<file path="src/sam_pkg.sv">
package sam_pkg;

	localparam int ENTRIES = 64;
	localparam int CNT_W   = $clog2(ENTRIES + 1);

	localparam logic OP_READ  = 1'b0;
	localparam logic OP_WRITE = 1'b1;

	localparam logic STATUS_OK   = 1'b0;
	localparam logic STATUS_FULL = 1'b1;

	localparam logic [1:0] SIZE_8  = 2'd0;
	localparam logic [1:0] SIZE_16 = 2'd1;
	localparam logic [1:0] SIZE_32 = 2'd2;
	localparam logic [1:0] SIZE_64 = 2'd3;

	typedef struct packed {
		logic        opcode;
		logic [31:0] address;
		logic [1:0]  size_code;
		logic [63:0] write_value;
	} req_t;

	typedef struct packed {
		logic [63:0] read_data;
		logic        status;
	} rsp_t;

	// Access broadcast to every cell while an item is in flight
	typedef struct packed {
		logic        opcode;
		logic [31:0] address;
		logic [63:0] mask;
		logic [63:0] wdata;
	} cmd_t;

	// Token that walks the row of cells, one cell per cycle
	typedef struct packed {
		logic             active;
		logic             done;
		logic             append;
		logic [CNT_W-1:0] left;
		logic [63:0]      rdata;
	} token_t;

	function automatic logic [63:0] width_mask(input logic [1:0] code);
		logic [63:0] m;
		unique case (code)
			SIZE_8:  m = 64'h0000_0000_0000_00FF;
			SIZE_16: m = 64'h0000_0000_0000_FFFF;
			SIZE_32: m = 64'h0000_0000_FFFF_FFFF;
			SIZE_64: m = 64'hFFFF_FFFF_FFFF_FFFF;
			default: m = 64'hFFFF_FFFF_FFFF_FFFF;
		endcase
		return m;
	endfunction

endpackage

</file>
<file path="src/sam_cell.sv">
module sam_cell (
	input  logic            clk,
	input  logic            arst_n,
	input  sam_pkg::cmd_t   cmd,
	input  sam_pkg::token_t tk_in,
	output sam_pkg::token_t tk_q
);
	import sam_pkg::*;

	logic [31:0] tag_q;
	logic [63:0] data_q;
	logic        live;
	logic        hit;
	logic        app;
	token_t      tk_nxt;

	// Decide whether this cell serves the token
	always_comb begin
		live   = tk_in.active && !tk_in.done;
		hit    = live && (tk_in.left != '0) && (tag_q == cmd.address);
		app    = live && (tk_in.left == '0);
		tk_nxt = tk_in;
		if (tk_in.left != '0) begin
			tk_nxt.left = tk_in.left - CNT_W'(1);
		end
		if (hit) begin
			tk_nxt.done  = 1'b1;
			tk_nxt.rdata = (cmd.opcode == OP_READ) ? (data_q & cmd.mask) : 64'd0;
		end else if (app) begin
			tk_nxt.done   = 1'b1;
			tk_nxt.append = 1'b1;
			tk_nxt.rdata  = 64'd0;
		end
	end

	// Hand the token to the next cell
	always_ff @(posedge clk or negedge arst_n) begin
		if (!arst_n) begin
			tk_q <= '0;
		end else begin
			tk_q <= tk_nxt;
		end
	end

	// Update the stored entry on a write hit or an append
	always_ff @(posedge clk) begin
		if (app) begin
			tag_q  <= cmd.address;
			data_q <= (cmd.opcode == OP_WRITE) ? cmd.wdata : 64'd0;
		end else if (hit && cmd.opcode == OP_WRITE) begin
			data_q <= cmd.wdata;
		end
	end

endmodule

</file>
<file path="config.mk">
export PLATFORM = sky130hd
export DESIGN_NAME = sam_cell
export DESIGN_NICKNAME = d
export VERILOG_FILES = /design/src/sam_pkg.sv /design/src/sam_cell.sv
export SDC_FILE = /design/constraint.sdc
export NUM_CORES = 1
export LEC_CHECK = 0
export BUFFER_PORTS_ARGS = -buffer_cell sky130_fd_sc_hd__buf_4
export CAP_MARGIN = 20
export CORE_MARGIN = 5
export CORE_UTILIZATION = 34
export CTS_CLUSTER_DIAMETER = 120
export DETAILED_ROUTE_END_ITERATION = 6
export GPL_ROUTABILITY_DRIVEN = 0
export PLACE_DENSITY = 0.72
export SYNTH_ARGS = -nofsm -noshare
export SYNTH_HDL_FRONTEND = slang
export SYNTH_SLANG_ARGS = --single-unit
</file>
<file path="constraint.sdc">
create_clock -name clk -period 9.4 [get_ports clk]
set_input_delay 1.41 -clock clk [delete_from_list [all_inputs] [get_ports clk]]
set_output_delay 1.41 -clock clk [all_outputs]
set_load 0.01 [all_outputs]
</file>
==> impl_metrics.toml <==
[run_status]
outcome = "complete, no violations"

[setup_path]
r2r_slack_ns = 6.38
r2r_start = "tag_q[30]"
reg2regPathDepth = 7
end_kind = "register"
start_kind = "input port"
reg2reg_to = "tk_q[30]"
cp_max_fo = 67
arrival_ns = 4.09
crit_type = "in -> reg"
worstPathRequired_ns = 9.44

[sta]
tightest_slew_ns = 0.860
drv_slew = 0
post-route-min-period_ns = 4.05
slew_headroom = 0.427
fin_skew_ns = 0.0138
tns_ns = 0
layout_setup_ws_ns = 5.35
max_freq_mhz = 247
period_share = 0.430
setup_viol = 0
hold_violations = 0
rsz0062_at_grt = "no"

[clock_tree]
clock_path_buffers = 2
tritoncts = "built"
path_clk_slew_ns = 0.07
insertion_delay_ns = 0.42
root_buffer = "clkbuf_16"
htree_num_levels = 4
hold_buffers = 0
cts-buffers-inserted = 17
clock_sinks = 170
cts_resized = 0
post_cts.repair.setup_buffers = 0

[pwr]
clock_power_share = 0.425
power.switching_uw = 383
swShare = 0.223
p_per_area_nw_per_um2 = 167
p_int_uw = 1330
seq_power_share = 0.473
power.share.combinational = 0.101
irDropWorstVdd_v = 0.000119
p_leak_uw = 0.00441

[die]
fp-row-count = 52
start_util = 0.347
die_w_um = 154
io_pins = 311
die_area_um2 = 23700
core_um2 = 20400
die_h_um = 154

[global_routing]
overflow = 0
grt_start_max_net_pins = 75
grt_pass1_vias = 5497
antenna_found_initial = 0
grtUsageTotal = 0.171
grt_pass1_wl_mm = 31.3

[routing]
drtIter0Drc = 243
vias_per_cell = 4.55
num_vias = 5102
antenna_left = 0
wl_mm = 20.9
drc_errors = 0
dr.pass1.iters = 4
wire_per_inst_um = 18.6

[cells_and_area]
area_growth_pct = 45.5
nets = 1078
final_core_util = 0.504
diodes = 0
post-route-cell-area_um2 = 10300
drive_gt1_frac = 0.415

[synthesis]
yosysTopAreaCellShare = 0.408
synth_top_cell_by_area = "edfxtp_1"
ys_seq_area_frac = 0.671
synth.distinct_cells = 27
syn-num-nets = 770
ys_warn_count = 0
synth.area.top_cells = "edfxtp_1 41%, dfrtp_1 26%, mux2i_1 9.1%"
syn_avg_cell_area_um2 = 13.3
synth_area_um2 = 7060
synth_cells = 531
ys_ff_latch = 170

[run]
drv_cap = 0

[worst_hold_path]
hold_depth = 2
hold_start = "data_q[16]"
whs_endpoint = "tk_q[16]"
min_path_type = "reg -> reg"

[place]
place_ws_ns = 4.88
portBuffers = 310
dp_hpwl_mm = 15.4
placed_cell_area_um2 = 9620
-- Yosys cell counts --
library cell   n
dfrtp_1       74
xnor2_1        7
a21o_1         2
nand4_1        2
nor2_1         8
buf_8          4
a21oi_1        1
nor4_2         1
nand2b_1       1
edfxtp_1      96
nand2_1       67
clkbuf_1      11
nand3_1       67
inv_2          2
or3_1          2
nor2b_1       66
buf_2          3
buf_4          2
nor4_1         7
buf_6          1
buf_1          6
ha_1           2
nor3_1         2
and3_1         1
inv_1          2
mux2i_1       64
xor2_1        30
-- sequential cells by signal, summed over array words and instances, names as in the netlist --
name and count:
tk_q 74, data_q 64, tag_q 32
-- layer usage --
layer | global-route usage | wire length, µm | vias to the layer above
met3 | 0.0419 | 1070 | 20
met1 | 0.205 | 8330 | 2468
li1 | - | - | 2452
met4 | 0.0517 | 377 | 0
met5 | 0 | 0 | -
met2 | 0.303 | 11100 | 162
-- worst max path at each step --
stage,slack (ns),startpoint,end,cells past startpoint
finish,5.35,tk_in[64],data_q[26],9
global route,5.09,tk_in[64],data_q[42],9
CTS,5.30,tk_in[64],data_q[42],9
detailed placement,4.88,tk_in[64],data_q[53],9
global placement,4.98,tk_in[64],data_q[52],9
floorplan,5.06,tk_in[64],data_q[0],8
-- power by group through the flow --
stage	Combinational [µW]	Clock (µW)	Sequential [µW]
after global placement	171	0	829
final	173	731	813
after CTS	174	747	813
after detailed placement	174	0	829
after global routing	189	776	814
after floorplan	38.3	0	837
-- layout make-up --
type	instances	area, µm²
fillers	1825	10100
flip-flops and latches	170	4730
repair buffers	316	2390
multi-input cells	330	2170
clock buffers	19	464
well taps	270	338
clock inverters	13	156
inverters	4	15.0
-- logic make-up (layout without fill, tap and decap cells) --
| kind of cell | count (synthesis) | count (layout) | share of synthesized area |
|---|---|---|---|
| multiplexers | 64 | 64 | 0.0908 |
| buffers and inverters | 31 | 352 | 0.0255 |
| flip-flops | 170 | 170 | 0.671 |
| AND/OR/NAND/NOR | 224 | 224 | 0.161 |
| AO/OA/AOI/OAI | 3 | 3 | 0.00284 |
| XOR/XNOR | 37 | 37 | 0.0459 |
| adder cells (fa/ha/maj) | 2 | 2 | 0.00354 |
-- layout by cell type (no fill, tap or decap), drive strengths merged, types with 3 or more instances in the layout --
cell type / netlist / routed
buf: 16 / 316
clkbuf: 11 / 19
clkinv: 0 / 4
clkinvlp: 0 / 3
dfrtp: 74 / 74
edfxtp: 96 / 96
inv: 4 / 8
mux2i: 64 / 64
nand2: 67 / 67
nand3: 67 / 67
nor2: 8 / 8
nor2b: 66 / 66
nor4: 8 / 8
xnor2: 7 / 7
xor2: 30 / 30
-- metrics by stage --
step	power, µW	hold WS [ns]	instances
final	1720	0.541	1122
after global routing	1780	0.565	1122
after CTS	1740	0.544	1121
after detailed placement	1000	0.537	1089
after global placement	1000	0.526	1089
after floorplan	875	0.518	531
-- critical path, stage by stage --
cell     delay (ns)
buf_4          0.12
inv_1          0.07
ha_1           0.17
nor2b_1        0.15
and3_1         0.29
nand2_2        0.06
buf_4          0.35
inv_2          0.66
a21o_4         0.68
Power figures use the tool's default switching activity.
